`src/rtl/fdc_pkg.sv`:
```
// ----------------------------------------------------------------------------
// fdc_pkg
// Types, constants and helper functions shared by the frame de-whitening and
// block CRC check unit.
// ----------------------------------------------------------------------------
package fdc_pkg;

   localparam int unsigned WHITEN_LEN   = 64;
   localparam int unsigned WHITEN_IDX_W = $clog2(WHITEN_LEN);

   localparam logic [8:0]  HEADER_BYTES = 9'd8;
   localparam logic [8:0]  POS_MAX      = 9'd511;
   localparam logic [15:0] CRC_POLY     = 16'h1021;
   localparam logic [15:0] CRC_INIT     = 16'hFFFF;

   localparam logic [8:0]  FRAME_LENGTH_RESET = 9'd320;
   localparam logic [7:0]  FIRST_BLOCK_RESET  = 8'd57;

   // configuration register indexes
   localparam logic CSR_FRAME_LENGTH = 1'b0;
   localparam logic CSR_FIRST_BLOCK  = 1'b1;

   localparam logic [7:0] WHITEN_TABLE [WHITEN_LEN] = '{
      8'd150, 8'd131, 8'd62,  8'd81,  8'd177, 8'd73,  8'd8,   8'd152,
      8'd50,  8'd5,   8'd89,  8'd14,  8'd249, 8'd68,  8'd198, 8'd38,
      8'd33,  8'd96,  8'd194, 8'd234, 8'd121, 8'd93,  8'd109, 8'd161,
      8'd84,  8'd105, 8'd71,  8'd12,  8'd220, 8'd232, 8'd92,  8'd241,
      8'd247, 8'd118, 8'd130, 8'd127, 8'd7,   8'd153, 8'd162, 8'd44,
      8'd147, 8'd124, 8'd48,  8'd99,  8'd245, 8'd16,  8'd46,  8'd97,
      8'd208, 8'd188, 8'd180, 8'd182, 8'd6,   8'd170, 8'd244, 8'd35,
      8'd120, 8'd110, 8'd59,  8'd174, 8'd191, 8'd123, 8'd76,  8'd193
   };

   typedef struct packed {
      logic [7:0] raw_byte;
      logic       frame_start;
   } req_type;

   typedef struct packed {
      logic [7:0] clear_byte;
      logic [8:0] byte_position;
      logic       block_done;
      logic [7:0] block_type;
      logic [7:0] block_length;
      logic       crc_good;
      logic       block_truncated;
      logic       frame_done;
      logic       frame_ok;
   } rsp_type;

   // classified byte passed from the front end to the parser
   typedef struct packed {
      logic [7:0] clear_byte;
      logic [8:0] byte_position;
      logic       frame_start;
   } byte_type;

   function automatic logic [7:0] bit_reverse(input logic [7:0] value);
      logic [7:0] result;
      for (int k = 0; k < 8; k++) begin
         result[k] = value[7 - k];
      end
      return result;
   endfunction

   // one byte of CRC-16, MSB first, no reflection
   function automatic logic [15:0] crc_update(input logic [15:0] crc,
                                              input logic [7:0]  data);
      logic [15:0] c;
      c = crc ^ {data, 8'h00};
      for (int k = 0; k < 8; k++) begin
         if (c[15]) begin
            c = {c[14:0], 1'b0} ^ CRC_POLY;
         end else begin
            c = {c[14:0], 1'b0};
         end
      end
      return c;
   endfunction

endpackage

```
`src/rtl/fdc_queue.sv`:
```
// ----------------------------------------------------------------------------
// fdc_queue
// Small first-in first-out queue; the oldest entry is shown while not empty.
// ----------------------------------------------------------------------------
module fdc_queue #(
   parameter int unsigned WIDTH = 8,
   parameter int unsigned DEPTH = 2
) (
   input  logic             clock,
   input  logic             reset,
   input  logic             wr_en,
   input  logic [WIDTH-1:0] wr_data,
   output logic             full,
   input  logic             rd_en,
   output logic [WIDTH-1:0] rd_data,
   output logic             empty
);

   localparam int unsigned PTR_W = (DEPTH > 1) ? $clog2(DEPTH) : 1;
   localparam int unsigned CNT_W = $clog2(DEPTH + 1);

   logic [WIDTH-1:0] mem_ff [DEPTH];
   logic [PTR_W-1:0] wr_ptr_ff, wr_ptr_in;
   logic [PTR_W-1:0] rd_ptr_ff, rd_ptr_in;
   logic [CNT_W-1:0] count_ff, count_in;
   logic             do_wr, do_rd;

   assign full    = (count_ff == CNT_W'(DEPTH));
   assign empty   = (count_ff == '0);
   assign do_wr   = wr_en && !full;
   assign do_rd   = rd_en && !empty;
   assign rd_data = mem_ff[rd_ptr_ff];

   always_comb begin
      wr_ptr_in = wr_ptr_ff;
      rd_ptr_in = rd_ptr_ff;
      count_in  = count_ff;
      if (do_wr) begin
         wr_ptr_in = (wr_ptr_ff == PTR_W'(DEPTH - 1)) ? '0 : wr_ptr_ff + 1'b1;
      end
      if (do_rd) begin
         rd_ptr_in = (rd_ptr_ff == PTR_W'(DEPTH - 1)) ? '0 : rd_ptr_ff + 1'b1;
      end
      if (do_wr && !do_rd) begin
         count_in = count_ff + 1'b1;
      end else if (do_rd && !do_wr) begin
         count_in = count_ff - 1'b1;
      end
   end

   always_ff @(posedge clock) begin
      if (reset) begin
         wr_ptr_ff <= '0;
         rd_ptr_ff <= '0;
         count_ff  <= '0;
      end else begin
         wr_ptr_ff <= wr_ptr_in;
         rd_ptr_ff <= rd_ptr_in;
         count_ff  <= count_in;
      end
   end

   always_ff @(posedge clock) begin
      if (do_wr) begin
         mem_ff[wr_ptr_ff] <= wr_data;
      end
   end

endmodule

```
`src/rtl/fdc_front.sv`:
```
// ----------------------------------------------------------------------------
// fdc_front
// Tracks frame position, bit-reverses and de-whitens each received byte.
// ----------------------------------------------------------------------------
module fdc_front
   import fdc_pkg::*;
(
   input  logic     clock,
   input  logic     reset,
   input  logic     accept,
   input  req_type  req,
   output byte_type classified
);

   logic [8:0] position_ff, position_in;
   logic [8:0] pos;

   always_comb begin
      pos = req.frame_start ? HEADER_BYTES : position_ff;
      classified.byte_position = pos;
      classified.frame_start   = req.frame_start;
      classified.clear_byte    = bit_reverse(req.raw_byte)
                                 ^ WHITEN_TABLE[pos[WHITEN_IDX_W-1:0]];
      // saturate at the top of the position range
      position_in = (pos < POS_MAX) ? pos + 9'd1 : POS_MAX;
   end

   always_ff @(posedge clock) begin
      if (reset) begin
         position_ff <= HEADER_BYTES;
      end else if (accept) begin
         position_ff <= position_in;
      end
   end

endmodule

```
`src/rtl/fdc_parser.sv`:
```
// ----------------------------------------------------------------------------
// fdc_parser
// Block parser: type, length, data and CRC bytes; reports block and frame
// status for every byte.
// ----------------------------------------------------------------------------
module fdc_parser
   import fdc_pkg::*;
(
   input  logic       clock,
   input  logic       reset,
   input  logic       csr_write,
   input  logic       csr_index,
   input  logic [8:0] csr_data,
   input  logic       fire,
   input  byte_type   classified,
   output rsp_type    result
);

   typedef enum logic [2:0] {
      PH_WAIT, PH_TYPE, PH_LEN, PH_DATA, PH_CRCLO, PH_CRCHI, PH_STOP, PH_OVER
   } phase_type;

   logic [8:0]  frame_length_ff;
   logic [7:0]  first_block_ff;

   phase_type   phase_ff, phase_in, s_phase;
   logic [7:0]  type_ff, type_in, s_type;
   logic [7:0]  length_ff, length_in, s_length;
   logic [7:0]  left_ff, left_in, s_left;
   logic [15:0] crc_ff, crc_in, s_crc;
   logic [7:0]  crc_low_ff, crc_low_in, s_crc_low;
   logic        any_good_ff, any_good_in, s_any_good;

   logic [9:0]  pos_ext, pos_next, len_ext, end_pos;
   logic [7:0]  clear;
   logic        good;

   always_comb begin
      clear    = classified.clear_byte;
      pos_ext  = {1'b0, classified.byte_position};
      pos_next = pos_ext + 10'd1;
      len_ext  = {1'b0, frame_length_ff};
      end_pos  = pos_ext + 10'd3 + {2'b00, clear};

      // a frame start wipes the parse state before this byte is handled
      s_phase    = classified.frame_start ? PH_WAIT  : phase_ff;
      s_type     = classified.frame_start ? 8'd0     : type_ff;
      s_length   = classified.frame_start ? 8'd0     : length_ff;
      s_left     = classified.frame_start ? 8'd0     : left_ff;
      s_crc      = classified.frame_start ? CRC_INIT : crc_ff;
      s_crc_low  = classified.frame_start ? 8'd0     : crc_low_ff;
      s_any_good = classified.frame_start ? 1'b0     : any_good_ff;

      phase_in    = s_phase;
      type_in     = s_type;
      length_in   = s_length;
      left_in     = s_left;
      crc_in      = s_crc;
      crc_low_in  = s_crc_low;
      any_good_in = s_any_good;

      good   = (s_crc_low == s_crc[7:0]) && (clear == s_crc[15:8]);
      result = '0;
      result.clear_byte    = clear;
      result.byte_position = classified.byte_position;

      case (s_phase)
         PH_WAIT, PH_TYPE: begin
            if (s_phase == PH_TYPE ||
                classified.byte_position == {1'b0, first_block_ff}) begin
               if (pos_ext >= len_ext) begin
                  phase_in = PH_STOP;
               end else if (pos_next == len_ext) begin
                  result.block_truncated = 1'b1;
                  phase_in = PH_STOP;
               end else begin
                  type_in  = clear;
                  phase_in = PH_LEN;
               end
            end
         end
         PH_LEN: begin
            length_in = clear;
            if (end_pos > len_ext) begin
               result.block_truncated = 1'b1;
               phase_in = PH_STOP;
            end else begin
               crc_in   = CRC_INIT;
               left_in  = clear;
               phase_in = (clear != 8'd0) ? PH_DATA : PH_CRCLO;
            end
         end
         PH_DATA: begin
            crc_in  = crc_update(s_crc, clear);
            left_in = s_left - 8'd1;
            if (left_in == 8'd0) begin
               phase_in = PH_CRCLO;
            end
         end
         PH_CRCLO: begin
            crc_low_in = clear;
            phase_in   = PH_CRCHI;
         end
         PH_CRCHI: begin
            result.block_done   = 1'b1;
            result.block_type   = s_type;
            result.block_length = s_length;
            result.crc_good     = good;
            any_good_in         = s_any_good | good;
            phase_in            = PH_TYPE;
         end
         default: begin
         end
      endcase

      if (s_phase != PH_OVER && pos_next == len_ext) begin
         result.frame_done = 1'b1;
         result.frame_ok   = any_good_in;
         phase_in          = PH_OVER;
      end
   end

   always_ff @(posedge clock) begin
      if (reset) begin
         frame_length_ff <= FRAME_LENGTH_RESET;
         first_block_ff  <= FIRST_BLOCK_RESET;
      end else if (csr_write) begin
         case (csr_index)
            CSR_FRAME_LENGTH: frame_length_ff <= csr_data;
            CSR_FIRST_BLOCK:  first_block_ff  <= csr_data[7:0];
            default: begin
            end
         endcase
      end
   end

   always_ff @(posedge clock) begin
      if (reset) begin
         phase_ff    <= PH_WAIT;
         type_ff     <= 8'd0;
         length_ff   <= 8'd0;
         left_ff     <= 8'd0;
         crc_ff      <= CRC_INIT;
         crc_low_ff  <= 8'd0;
         any_good_ff <= 1'b0;
      end else if (fire) begin
         phase_ff    <= phase_in;
         type_ff     <= type_in;
         length_ff   <= length_in;
         left_ff     <= left_in;
         crc_ff      <= crc_in;
         crc_low_ff  <= crc_low_in;
         any_good_ff <= any_good_in;
      end
   end

endmodule

```
`src/rtl/frame_descramble_block_crc_check_unit.sv`:
```
// A pushed byte goes into the byte queue, then on a fire into the result queue.
// Throughput: one byte per cycle sustained; the parser handles one byte each cycle
// and the byte queue and result queue let either side stall on its own.
// Reset: synchronous, active high; empties both queues, sets position to 8,
// frame_length to 320 and first_block_position to 57, parser waits for a block.
// ----------------------------------------------------------------------------
// frame_descramble_block_crc_check_unit
// De-whitens received frame bytes and checks CRC-16 protected blocks.
// ----------------------------------------------------------------------------
module frame_descramble_block_crc_check_unit
   import fdc_pkg::*;
#(
   parameter int unsigned BYTE_QUEUE_DEPTH   = 2,
   parameter int unsigned RESULT_QUEUE_DEPTH = 2
) (
   input  logic       clock,
   input  logic       reset,
   input  logic       req_push,
   output logic       req_full,
   input  req_type    req_data,
   output logic       rsp_empty,
   input  logic       rsp_pop,
   output rsp_type    rsp_data,
   input  logic       csr_write,
   input  logic       csr_index,
   input  logic [8:0] csr_data
);

   logic     req_accept;
   byte_type front_byte;
   byte_type head_byte;
   logic     byte_empty;
   logic     result_full;
   logic     fire;
   rsp_type  result;

   assign req_accept = req_push && !req_full;
   // advance the parser only when a byte waits and the result has room
   assign fire       = !byte_empty && !result_full;

   fdc_front u_front (
      .clock      (clock),
      .reset      (reset),
      .accept     (req_accept),
      .req        (req_data),
      .classified (front_byte)
   );

   fdc_queue #(
      .WIDTH ($bits(byte_type)),
      .DEPTH (BYTE_QUEUE_DEPTH)
   ) u_byte_queue (
      .clock   (clock),
      .reset   (reset),
      .wr_en   (req_push),
      .wr_data (front_byte),
      .full    (req_full),
      .rd_en   (fire),
      .rd_data (head_byte),
      .empty   (byte_empty)
   );

   fdc_parser u_parser (
      .clock      (clock),
      .reset      (reset),
      .csr_write  (csr_write),
      .csr_index  (csr_index),
      .csr_data   (csr_data),
      .fire       (fire),
      .classified (head_byte),
      .result     (result)
   );

   fdc_queue #(
      .WIDTH ($bits(rsp_type)),
      .DEPTH (RESULT_QUEUE_DEPTH)
   ) u_result_queue (
      .clock   (clock),
      .reset   (reset),
      .wr_en   (fire),
      .wr_data (result),
      .full    (result_full),
      .rd_en   (rsp_pop),
      .rd_data (rsp_data),
      .empty   (rsp_empty)
   );

endmodule

```
`config.mk`:
```
export PLATFORM = sky130hd
export DESIGN_NAME = frame_descramble_block_crc_check_unit
export DESIGN_NICKNAME = d
export VERILOG_FILES = /design/src/rtl/fdc_pkg.sv /design/src/rtl/fdc_queue.sv /design/src/rtl/fdc_front.sv /design/src/rtl/fdc_parser.sv /design/src/rtl/frame_descramble_block_crc_check_unit.sv
export SDC_FILE = /design/constraint.sdc
export NUM_CORES = 1
export LEC_CHECK = 0
export ABC_CLOCK_PERIOD_IN_PS = 6050
export BUFFER_PORTS_ARGS = -buffer_cell sky130_fd_sc_hd__buf_4
export CAP_MARGIN = 5
export CELL_PAD_IN_SITES_DETAIL_PLACEMENT = 0
export CELL_PAD_IN_SITES_GLOBAL_PLACEMENT = 2
export CORE_UTILIZATION = 41
export CTS_CLUSTER_SIZE = 14
export DETAILED_ROUTE_END_ITERATION = 12
export PLACE_DENSITY = 0.77
export SYNTH_ARGS = -nofsm -noshare
export SYNTH_HDL_FRONTEND = slang
export SYNTH_HIERARCHICAL = 1
export SYNTH_SLANG_ARGS = --single-unit
```
`constraint.sdc`:
```
create_clock -name clock -period 6.05 [get_ports clock]
set_input_delay 0.3025 -clock clock [delete_from_list [all_inputs] [get_ports clock]]
set_output_delay 0.3025 -clock clock [all_outputs]
set_load 0.01 [all_outputs]
```
==> results of run 1 <==
worst register-to-register path: stages (launching register included):
cell and delay, ps:
sky130_fd_sc_hd__dfxtp_1 670, sky130_fd_sc_hd__mux2_2 540, sky130_fd_sc_hd__ha_1 340, sky130_fd_sc_hd__ha_1 290, sky130_fd_sc_hd__a21o_1 170, sky130_fd_sc_hd__a21oi_1 210, sky130_fd_sc_hd__nor2b_1 80, sky130_fd_sc_hd__o21a_1 190
sky130_fd_sc_hd__o41a_1 330, sky130_fd_sc_hd__xor2_1 150, sky130_fd_sc_hd__ha_1 310, sky130_fd_sc_hd__a221oi_1 330, sky130_fd_sc_hd__nand3_1 170, sky130_fd_sc_hd__a221oi_4 530, sky130_fd_sc_hd__a311o_1 510, sky130_fd_sc_hd__o22a_1 190
kinds of logic after synthesis:
logic type | Yosys count | share of synthesized area, %
AO/OA/AOI/OAI | 263 | 16.2
XOR/XNOR | 78 | 6.44
adder cells (fa/ha/maj) | 49 | 5.26
buffers and inverters | 145 | 5.99
flip-flops | 200 | 43.4
multiplexers | 79 | 7.36
AND/OR/NAND/NOR | 351 | 15.3
worst max path at each step:
| stage | start | endpoint | slack [ps] | depth (start not counted) |
|---|---|---|---|---|
| 6_report | flop | u_parser/crc_ff[7] | 970 | 15 |
| 5_1_grt | flop | u_parser/crc_ff[1] | 710 | 15 |
| 4_1_cts | flop | u_parser/crc_ff[7] | 980 | 15 |
| 3_5_place_dp | flop | u_parser/crc_ff[7] | 1010 | 15 |
| 3_3_place_gp | flop | u_parser/crc_ff[6] | 1130 | 15 |
| 2_1_floorplan | flop | u_parser/left_ff[6] | 1540 | 21 |
layout make-up:
cell class / count / area (um^2)
Clock inverter: 15 / 235
Inverter: 46 / 173
Clock buffer: 17 / 425
Fill cell: 2679 / 15000
Sequential cell: 200 / 5130
Multi-Input combinational cell: 820 / 5970
Tap cell: 378 / 473
Timing Repair Buffer: 76 / 571
cell usage in the layout, fill, tap and decap left out, drive strengths merged, types with 41 or more instances in the layout:
cell type,instances
a21oi,49
buf,76
dfxtp,88
edfxtp,112
ha,48
inv,54
mux2,59
nand2,72
nor2,90
o21ai,41
xnor2,41
per-layer routing:
metal / wire [um] / vias to the layer above
li1: - / 4244
met1: 15000 / 4270
met2: 14800 / 181
met3: 1120 / 16
met4: 343 / 0
met5: 0 / -
where the power goes:
group | switching (mW) | total [mW] | leakage [nW] | internal (mW)
Combinational | 1.74 | 3.09 | 2.66 | 1.35
Sequential | 0.193 | 1.96 | 1.76 | 1.76
Clock | 0.650 | 1.24 | 0.317 | 0.593
Total | 2.58 | 6.29 | 4.73 | 3.71
registers in the layout, summed over array words and instances, names as in the netlist, 9 cells and up, named ones only:
register	count
u_front/position_ff	9
u_result_queue/mem_ff	76
u_parser/crc_ff	16
u_parser/frame_length_ff	9
u_byte_queue/mem_ff	36
stage by stage:
stage / total power [mW] / utilization (%)
after floorplan: 4.21 / -
after global placement: 5.08 / 43.9
after detailed placement: 5.08 / 43.9
after CTS: 6.34 / 46.3
after global routing: 6.73 / 46.3
final: 6.29 / 46.3
==> impl_results.html, run 1 <==
<table>
<tr><th>Metric</th><th>Value</th></tr>
<tr><th colspan="2">Run status</th></tr>
<tr><td>Result of the run</td><td>completed</td></tr>
<tr><th colspan="2">Min path</th></tr>
<tr><td>Worst hold path type</td><td>in -&gt; reg</td></tr>
<tr><td>Hold Crit Depth</td><td>2</td></tr>
<tr><td>Destination of the worst hold path</td><td>u_parser/frame_length_ff[6]</td></tr>
<tr><td>Worst min-delay path startpoint</td><td>csr_data[6]</td></tr>
<tr><th colspan="2">Place</th></tr>
<tr><td>Post-Place Cells</td><td>1520</td></tr>
<tr><td>Post-DP Area</td><td>12300 um^2</td></tr>
<tr><td>Total of buffers placed on input and output ports</td><td>63</td></tr>
<tr><td>Routability congestion estimate from global placement</td><td>0.813</td></tr>
<tr><td>Worst setup slack before clock tree synthesis</td><td>1010 ps</td></tr>
<tr><td>Estimated wirelength of the detail-placed design</td><td>21100 um</td></tr>
<tr><th colspan="2">Route</th></tr>
<tr><td>Average vias per placed instance</td><td>5.61</td></tr>
<tr><td>Via count of the routed design</td><td>8711</td></tr>
<tr><td>Iter 0 DRT Violations</td><td>604</td></tr>
<tr><td>Final WL</td><td>31200 um</td></tr>
<tr><td>Average detailed-routed wire length per instance</td><td>20.1 um</td></tr>
<tr><td>Drt drc</td><td>0</td></tr>
<tr><td>Count of nets left with antenna violations after detail routing</td><td>0</td></tr>
<tr><td>1st-pass router iterations</td><td>8</td></tr>
<tr><th colspan="2">Yosys</th></tr>
<tr><td>Post-synth top area share</td><td>28.5%</td></tr>
<tr><td>Net count after synthesis</td><td>1238</td></tr>
<tr><td>Number of enable-type register cells in the synthesized netlist</td><td>112</td></tr>
<tr><td>Synth unique cells</td><td>93</td></tr>
<tr><td>Synth warnings</td><td>6</td></tr>
<tr><td>Cell with the most instances after synthesis</td><td>sky130_fd_sc_hd__edfxtp_1</td></tr>
<tr><td>Number of register bits inferred by synthesis</td><td>200</td></tr>
<tr><td>Top area cells in the synthesized netlist</td><td>sky130_fd_sc_hd__edfxtp_1 29%, sky130_fd_sc_hd__dfxtp_1 15%, sky130_fd_sc_hd__mux2_2 5.5%</td></tr>
<tr><td>Cell Area, Synth</td><td>11800 um^2</td></tr>
<tr><td>Average size of a mapped cell</td><td>10.1 um^2</td></tr>
<tr><td>Share of the yosys chip area belonging to registers</td><td>43.4%</td></tr>
<tr><td>Post-synth top flop</td><td>sky130_fd_sc_hd__edfxtp_1</td></tr>
<tr><td>Top cell types by occurrence after synthesis</td><td>112 x sky130_fd_sc_hd__edfxtp_1, 88 x sky130_fd_sc_hd__dfxtp_1, 88 x sky130_fd_sc_hd__nor2_1</td></tr>
<tr><td>Cell type with the highest aggregate area in the netlist</td><td>sky130_fd_sc_hd__edfxtp_1</td></tr>
<tr><td>Gate count after technology mapping</td><td>1165</td></tr>
<tr><td>Fraction of registers with async set/reset</td><td>0%</td></tr>
<tr><th colspan="2">STA</th></tr>
<tr><td>Slew at the pin closest to its max-slew limit</td><td>993 ps</td></tr>
<tr><td>Final Hold Slack</td><td>74.3 ps</td></tr>
<tr><td>Relative slew margins</td><td>33.8%</td></tr>
<tr><td>Minimum clock period after layout</td><td>5080 ps</td></tr>
<tr><td>Final period util</td><td>83.9%</td></tr>
<tr><td>Clock Skew</td><td>15.7 ps</td></tr>
<tr><td>Setup_tns</td><td>0 ps</td></tr>
<tr><td>Number of hold violations in the final report</td><td>0</td></tr>
<tr><td>Setup repair after global routing missed its margin</td><td>false</td></tr>
<tr><td>Max Clk Rate</td><td>197 MHz</td></tr>
<tr><td>Worst Slack Setup Final</td><td>974 ps</td></tr>
<tr><td>Number of setup violations in the final report</td><td>0</td></tr>
<tr><td>Count of final max-slew check failures</td><td>0</td></tr>
<tr><th colspan="2">Setup path</th></tr>
<tr><td>Master of the slowest instance on the critical path</td><td>sky130_fd_sc_hd__dfxtp_1</td></tr>
<tr><td>Capture instance of the worst register-to-register path</td><td>u_parser/crc_ff[7]</td></tr>
<tr><td>Type of element launching the critical path</td><td>flop</td></tr>
<tr><td>Type of element capturing the critical path</td><td>flop</td></tr>
<tr><td>Critical Path AT</td><td>5470 ps</td></tr>
<tr><td>Biggest fanout along the worst timing path</td><td>12</td></tr>
<tr><td>Critical path type</td><td>reg -&gt; reg</td></tr>
<tr><td>Cell with the most instances on the worst path</td><td>sky130_fd_sc_hd__ha_1</td></tr>
<tr><td>Critical-path cell list</td><td>mux2_2 -&gt; ha_1 -&gt; ha_1 -&gt; a21o_1 -&gt; a21oi_1 -&gt; nor2b_1 -&gt; o21a_1 -&gt; o41a_1 -&gt; xor2_1 -&gt; ha_1 -&gt; a221oi_1 -&gt; nand3_1 -&gt; a221oi_4 -&gt; a311o_1 -&gt; o22a_1</td></tr>
<tr><td>Required time of the worst setup path</td><td>6440 ps</td></tr>
<tr><td>Top delay family on crit path</td><td>compound AO/OA/AOI/OAI gates</td></tr>
<tr><td>Number of buffer and inverter stages on the critical path</td><td>0</td></tr>
<tr><td>Minimum setup slack among reg-to-reg paths</td><td>970 ps</td></tr>
<tr><td>Register-to-Register Path Depth</td><td>15</td></tr>
<tr><td>Largest stage delay on the critical path</td><td>670 ps</td></tr>
<tr><th colspan="2">Die</th></tr>
<tr><td>Chip Height</td><td>172 um</td></tr>
<tr><td>Effective utilization at floorplan</td><td>42.1%</td></tr>
<tr><td>Die W</td><td>172 um</td></tr>
<tr><td>Area enclosed by the die boundary</td><td>29500 um^2</td></tr>
<tr><td># IOs</td><td>64</td></tr>
<tr><td>Row count</td><td>61</td></tr>
<tr><td>Core region area</td><td>28000 um^2</td></tr>
<tr><th colspan="2">Clocking</th></tr>
<tr><td>Num CTS Buffers</td><td>17</td></tr>
<tr><td>CTS H-Tree Depth</td><td>4</td></tr>
<tr><td>CTS tree</td><td>done</td></tr>
<tr><td>Clock insertion delay at the later pin of the skew report</td><td>440 ps</td></tr>
<tr><td>Number of buffers inserted by post-CTS setup repair</td><td>0</td></tr>
<tr><td>CTS resizes</td><td>0</td></tr>
<tr><td>Number of buffers inserted by hold repair at cts</td><td>0</td></tr>
<tr><td>Clock sinks</td><td>200</td></tr>
<tr><td>Buffers from clock root to sink, at most</td><td>2</td></tr>
<tr><td>Cell at the root of the clock tree</td><td>sky130_fd_sc_hd__clkbuf_16</td></tr>
<tr><td>Register clock-pin slew on the reported worst setup and hold paths</td><td>90 ps</td></tr>
<tr><th colspan="2">GRT</th></tr>
<tr><td>First-pass GRT wire length</td><td>48500 um</td></tr>
<tr><td>Combined global-route utilization of all metal layers</td><td>21.7%</td></tr>
<tr><td>Met2 layer usage reported by global route</td><td>35.8%</td></tr>
<tr><td>Antenna violations before repair</td><td>0</td></tr>
<tr><td>Busiest layer in global routing</td><td>met2</td></tr>
<tr><td>Pin count of the biggest net entering global routing</td><td>57</td></tr>
<tr><td>Via count of the first global-routing pass</td><td>8349</td></tr>
<tr><td>M3 GR Usage</td><td>3.15%</td></tr>
<tr><td>Global route overflow</td><td>0</td></tr>
<tr><td>GR met1 Demand/Resource</td><td>30.1%</td></tr>
<tr><th colspan="2">Power and ir drop</th></tr>
<tr><td>Maximum VDD drop</td><td>273 uV</td></tr>
<tr><td>Total power density per cell area</td><td>485 nW/um^2</td></tr>
<tr><td>Lkg Pwr</td><td>4.73 nW</td></tr>
<tr><th colspan="2">Cells and area</th></tr>
<tr><td>Number of nets in the layout</td><td>1234</td></tr>
<tr><td>Antenna Cells</td><td>0</td></tr>
<tr><td>Post-Layout Inst Area</td><td>13000 um^2</td></tr>
<tr><td>Finished Layout Cells</td><td>1552</td></tr>
<tr><td>Area growth syn-to-layout</td><td>9.96%</td></tr>
<tr><td>Fraction of final layout cells sized beyond drive strength 1</td><td>16.6%</td></tr>
<tr><th colspan="2">Job</th></tr>
<tr><td>Number of max-cap violations</td><td>0</td></tr>
</table>
Power figures use the tool's default switching activity.
==> run 2, diff against run 1 <==
- ABC_CLOCK_PERIOD_IN_PS: 6050 -> 5300
- clock period: 6.05 -> 5.3 ns (I/O delays scaled with it)
==> impl_results.html, run 2 (synthesis results as in run 1) <==
<table>
<tr><th>Metric</th><th>Value</th></tr>
<tr><th colspan="2">Cells and area</th></tr>
<tr><td>Number of nets in the layout</td><td>1239 (was 1234)</td></tr>
<tr><td>Register Area</td><td>5130 um^2 (unchanged)</td></tr>
<tr><td>Antenna Cells</td><td>0 (unchanged)</td></tr>
<tr><td>Flip-flop count of the largest register after layout</td><td>76 (unchanged)</td></tr>
<tr><td>Commonest cells after routing, fill and taps aside</td><td>112 x sky130_fd_sc_hd__edfxtp_1, 87 x sky130_fd_sc_hd__nor2_1, 87 x sky130_fd_sc_hd__dfxtp_1, 81 x sky130_fd_sc_hd__buf_4, 72 x sky130_fd_sc_hd__nand2_1 (was 112 x sky130_fd_sc_hd__edfxtp_1, 87 x sky130_fd_sc_hd__nor2_1, 87 x sky130_fd_sc_hd__dfxtp_1, 76 x sky130_fd_sc_hd__buf_4, 72 x sky130_fd_sc_hd__nand2_1)</td></tr>
<tr><td>Number of fillers in the final layout</td><td>2645 (was 2679)</td></tr>
<tr><td>Biggest regs</td><td>u_result_queue/mem_ff (76), u_byte_queue/mem_ff (36), u_parser/crc_ff (16) (unchanged)</td></tr>
<tr><td>Register ranked first by flip-flop count</td><td>u_result_queue/mem_ff (unchanged)</td></tr>
<tr><td>Combined area of the multi-input logic cells</td><td>5970 um^2 (unchanged)</td></tr>
<tr><td>Finished Layout Cells</td><td>1557 (was 1552)</td></tr>
<tr><td>Most frequent standard cell in the layout excluding fill and tap cells</td><td>sky130_fd_sc_hd__edfxtp_1 (unchanged)</td></tr>
<tr><td>Fraction of final layout cells sized beyond drive strength 1</td><td>16.9% (was 16.6%)</td></tr>
<tr><td>Final core utilization</td><td>46.2% (was 46.3%)</td></tr>
<tr><td>Area growth syn-to-layout</td><td>9.77% (was 9.96%)</td></tr>
<tr><th colspan="2">Die</th></tr>
<tr><td># IOs</td><td>64 (unchanged)</td></tr>
<tr><td>Area enclosed by the die boundary</td><td>29500 um^2 (unchanged)</td></tr>
<tr><td>Core region area</td><td>28000 um^2 (unchanged)</td></tr>
<tr><td>Effective utilization at floorplan</td><td>42.1% (unchanged)</td></tr>
<tr><td>Chip Height</td><td>172 um (unchanged)</td></tr>
<tr><td>Die W</td><td>172 um (unchanged)</td></tr>
<tr><td>Row count</td><td>61 (unchanged)</td></tr>
<tr><th colspan="2">Place</th></tr>
<tr><td>Total of buffers placed on input and output ports</td><td>63 (unchanged)</td></tr>
<tr><td>Routability congestion estimate from global placement</td><td>0.835 (was 0.813)</td></tr>
<tr><td>Estimated wirelength of the detail-placed design</td><td>21200 um (was 21100 um)</td></tr>
<tr><td>Post-Place Cells</td><td>1525 (was 1520)</td></tr>
<tr><th colspan="2">Clocking</th></tr>
<tr><td>Register clock-pin slew on the reported worst setup and hold paths</td><td>80 ps (was 90 ps)</td></tr>
<tr><td>Clock sinks</td><td>200 (unchanged)</td></tr>
<tr><td>Buffers from clock root to sink, at most</td><td>2 (unchanged)</td></tr>
<tr><td>CTS tree</td><td>done (unchanged)</td></tr>
<tr><td>Number of buffers inserted by post-CTS setup repair</td><td>0 (unchanged)</td></tr>
<tr><td>Cell at the root of the clock tree</td><td>sky130_fd_sc_hd__clkbuf_16 (unchanged)</td></tr>
<tr><td>Number of buffers inserted by hold repair at cts</td><td>0 (unchanged)</td></tr>
<tr><td>CTS resizes</td><td>0 (unchanged)</td></tr>
<tr><td>Num CTS Buffers</td><td>17 (unchanged)</td></tr>
<tr><td>Clock insertion delay at the later pin of the skew report</td><td>440 ps (about the same)</td></tr>
<tr><td>CTS H-Tree Depth</td><td>4 (unchanged)</td></tr>
<tr><th colspan="2">Power and ir drop</th></tr>
<tr><td>Maximum VDD drop</td><td>312 uV (was 273 uV)</td></tr>
<tr><td>Lkg Pwr</td><td>4.74 nW (was 4.73 nW)</td></tr>
<tr><td>Total power density per cell area</td><td>552 nW/um^2 (was 485 nW/um^2)</td></tr>
<tr><th colspan="2">GRT</th></tr>
<tr><td>Via count of the first global-routing pass</td><td>8414 (was 8349)</td></tr>
<tr><td>Global route overflow</td><td>0 (unchanged)</td></tr>
<tr><td>Combined global-route utilization of all metal layers</td><td>21.9% (was 21.7%)</td></tr>
<tr><td>Antenna violations before repair</td><td>0 (unchanged)</td></tr>
<tr><td>First-pass GRT wire length</td><td>48900 um (was 48500 um)</td></tr>
<tr><td>Pin count of the biggest net entering global routing</td><td>66 (was 57)</td></tr>
<tr><th colspan="2">STA</th></tr>
<tr><td>Relative slew margins</td><td>31.1% (was 33.8%)</td></tr>
<tr><td>Number of hold violations in the final report</td><td>0 (unchanged)</td></tr>
<tr><td>Count of final max-slew check failures</td><td>0 (unchanged)</td></tr>
<tr><td>Minimum clock period after layout</td><td>4810 ps (was 5080 ps)</td></tr>
<tr><td>Number of setup violations in the final report</td><td>0 (unchanged)</td></tr>
<tr><td>Max Clk Rate</td><td>208 MHz (was 197 MHz)</td></tr>
<tr><td>Setup_tns</td><td>0 ps (unchanged)</td></tr>
<tr><td>Final period util</td><td>90.8% (was 83.9%)</td></tr>
<tr><td>Slew at the pin closest to its max-slew limit</td><td>1030 ps (was 993 ps)</td></tr>
<tr><td>Clock Skew</td><td>14.8 ps (was 15.7 ps)</td></tr>
<tr><td>Setup repair after global routing missed its margin</td><td>false (unchanged)</td></tr>
<tr><th colspan="2">Job</th></tr>
<tr><td>Number of max-cap violations</td><td>0 (unchanged)</td></tr>
<tr><th colspan="2">Route</th></tr>
<tr><td>Final WL</td><td>31200 um (about the same)</td></tr>
<tr><td>Via count of the routed design</td><td>8724 (was 8711)</td></tr>
<tr><td>1st-pass router iterations</td><td>5 (was 8)</td></tr>
<tr><td>Iter 0 DRT Violations</td><td>750 (was 604)</td></tr>
<tr><td>Average detailed-routed wire length per instance</td><td>20.0 um (was 20.1 um)</td></tr>
<tr><td>Count of nets left with antenna violations after detail routing</td><td>0 (unchanged)</td></tr>
<tr><td>Average vias per placed instance</td><td>5.60 (was 5.61)</td></tr>
<tr><td>Drt drc</td><td>0 (unchanged)</td></tr>
<tr><th colspan="2">Setup path</th></tr>
<tr><td>Critical path type</td><td>reg -&gt; reg (unchanged)</td></tr>
<tr><td>Biggest fanout along the worst timing path</td><td>11 (was 12)</td></tr>
<tr><td>Critical Path AT</td><td>5190 ps (was 5470 ps)</td></tr>
<tr><td>Required time of the worst setup path</td><td>5680 ps (was 6440 ps)</td></tr>
<tr><td>Type of element capturing the critical path</td><td>flop (unchanged)</td></tr>
<tr><td>Type of element launching the critical path</td><td>flop (unchanged)</td></tr>
<tr><th colspan="2">Min path</th></tr>
<tr><td>Worst hold path type</td><td>in -&gt; reg (unchanged)</td></tr>
<tr><th colspan="2">Run status</th></tr>
<tr><td>Result of the run</td><td>completed (unchanged)</td></tr>
</table>
==> run 2: final cells by class <==
cell class,count,area share [%]
Clock buffer,17,3.29
Inverter,46,1.33
Timing Repair Buffer,81,4.70
Multi-Input combinational cell,820,46.1
Tap cell,378,3.65
Sequential cell,200,39.6
Clock inverter,15,1.35
==> run 2: path summary, 6_finish.rpt <==
kind	from	cells after the start	end	slack, ps
worst min-delay path	csr_data[8]	2	u_parser/frame_length_ff[8]	50
worst min register to register	u_parser/type_ff[2]	2	u_parser/type_ff[2]	460
worst max register to register	flop	15	u_parser/crc_ff[2]	490
worst max-delay path	flop	15	u_parser/crc_ff[2]	490
==> run 2: report_power, final <==
part	switching, mW	internal, mW
registers	0.206	2.01
clock network	0.658	0.680
logic	2.02	1.56
total	2.89	4.26
==> run 2: stage by stage <==
stage / hold slack, ps / total power, mW / area [um^2] / worst slack [ps]
3_3_place_gp: 439 / 5.82 / 12300 / 664
2_1_floorplan: 334 / 4.81 / 11800 / 791
5_1_grt: 24.4 / 7.66 / 12900 / 200
6_report: 53.6 / 7.15 / 12900 / 488
4_1_cts: 28.1 / 7.20 / 12900 / 553
3_5_place_dp: 445 / 5.85 / 12300 / 577
==> run 2: worst max-delay path, stage by stage (launching register included) <==
cell	delay, ps
sky130_fd_sc_hd__dfxtp_1	510
sky130_fd_sc_hd__buf_4	270
sky130_fd_sc_hd__mux2_2	470
sky130_fd_sc_hd__ha_1	330
sky130_fd_sc_hd__ha_1	340
sky130_fd_sc_hd__a21oi_1	220
sky130_fd_sc_hd__nor2b_1	70
sky130_fd_sc_hd__o21a_1	190
sky130_fd_sc_hd__o41a_1	340
sky130_fd_sc_hd__xor2_1	160
sky130_fd_sc_hd__ha_1	320
sky130_fd_sc_hd__a221oi_1	340
sky130_fd_sc_hd__nand3_1	170
sky130_fd_sc_hd__a221oi_4	370
sky130_fd_sc_hd__a311o_1	470
sky130_fd_sc_hd__o22a_1	190
==> run 2: metal layers <==
layer / global-route usage [%] / up-vias / share of wire, %
met4: 7.07 / 0 / 2.1
li1: - / 4266 / -
met1: 30.8 / 4224 / 48
met5: 0 / - / 0
met3: 2.92 / 34 / 3.6
met2: 34.6 / 200 / 46
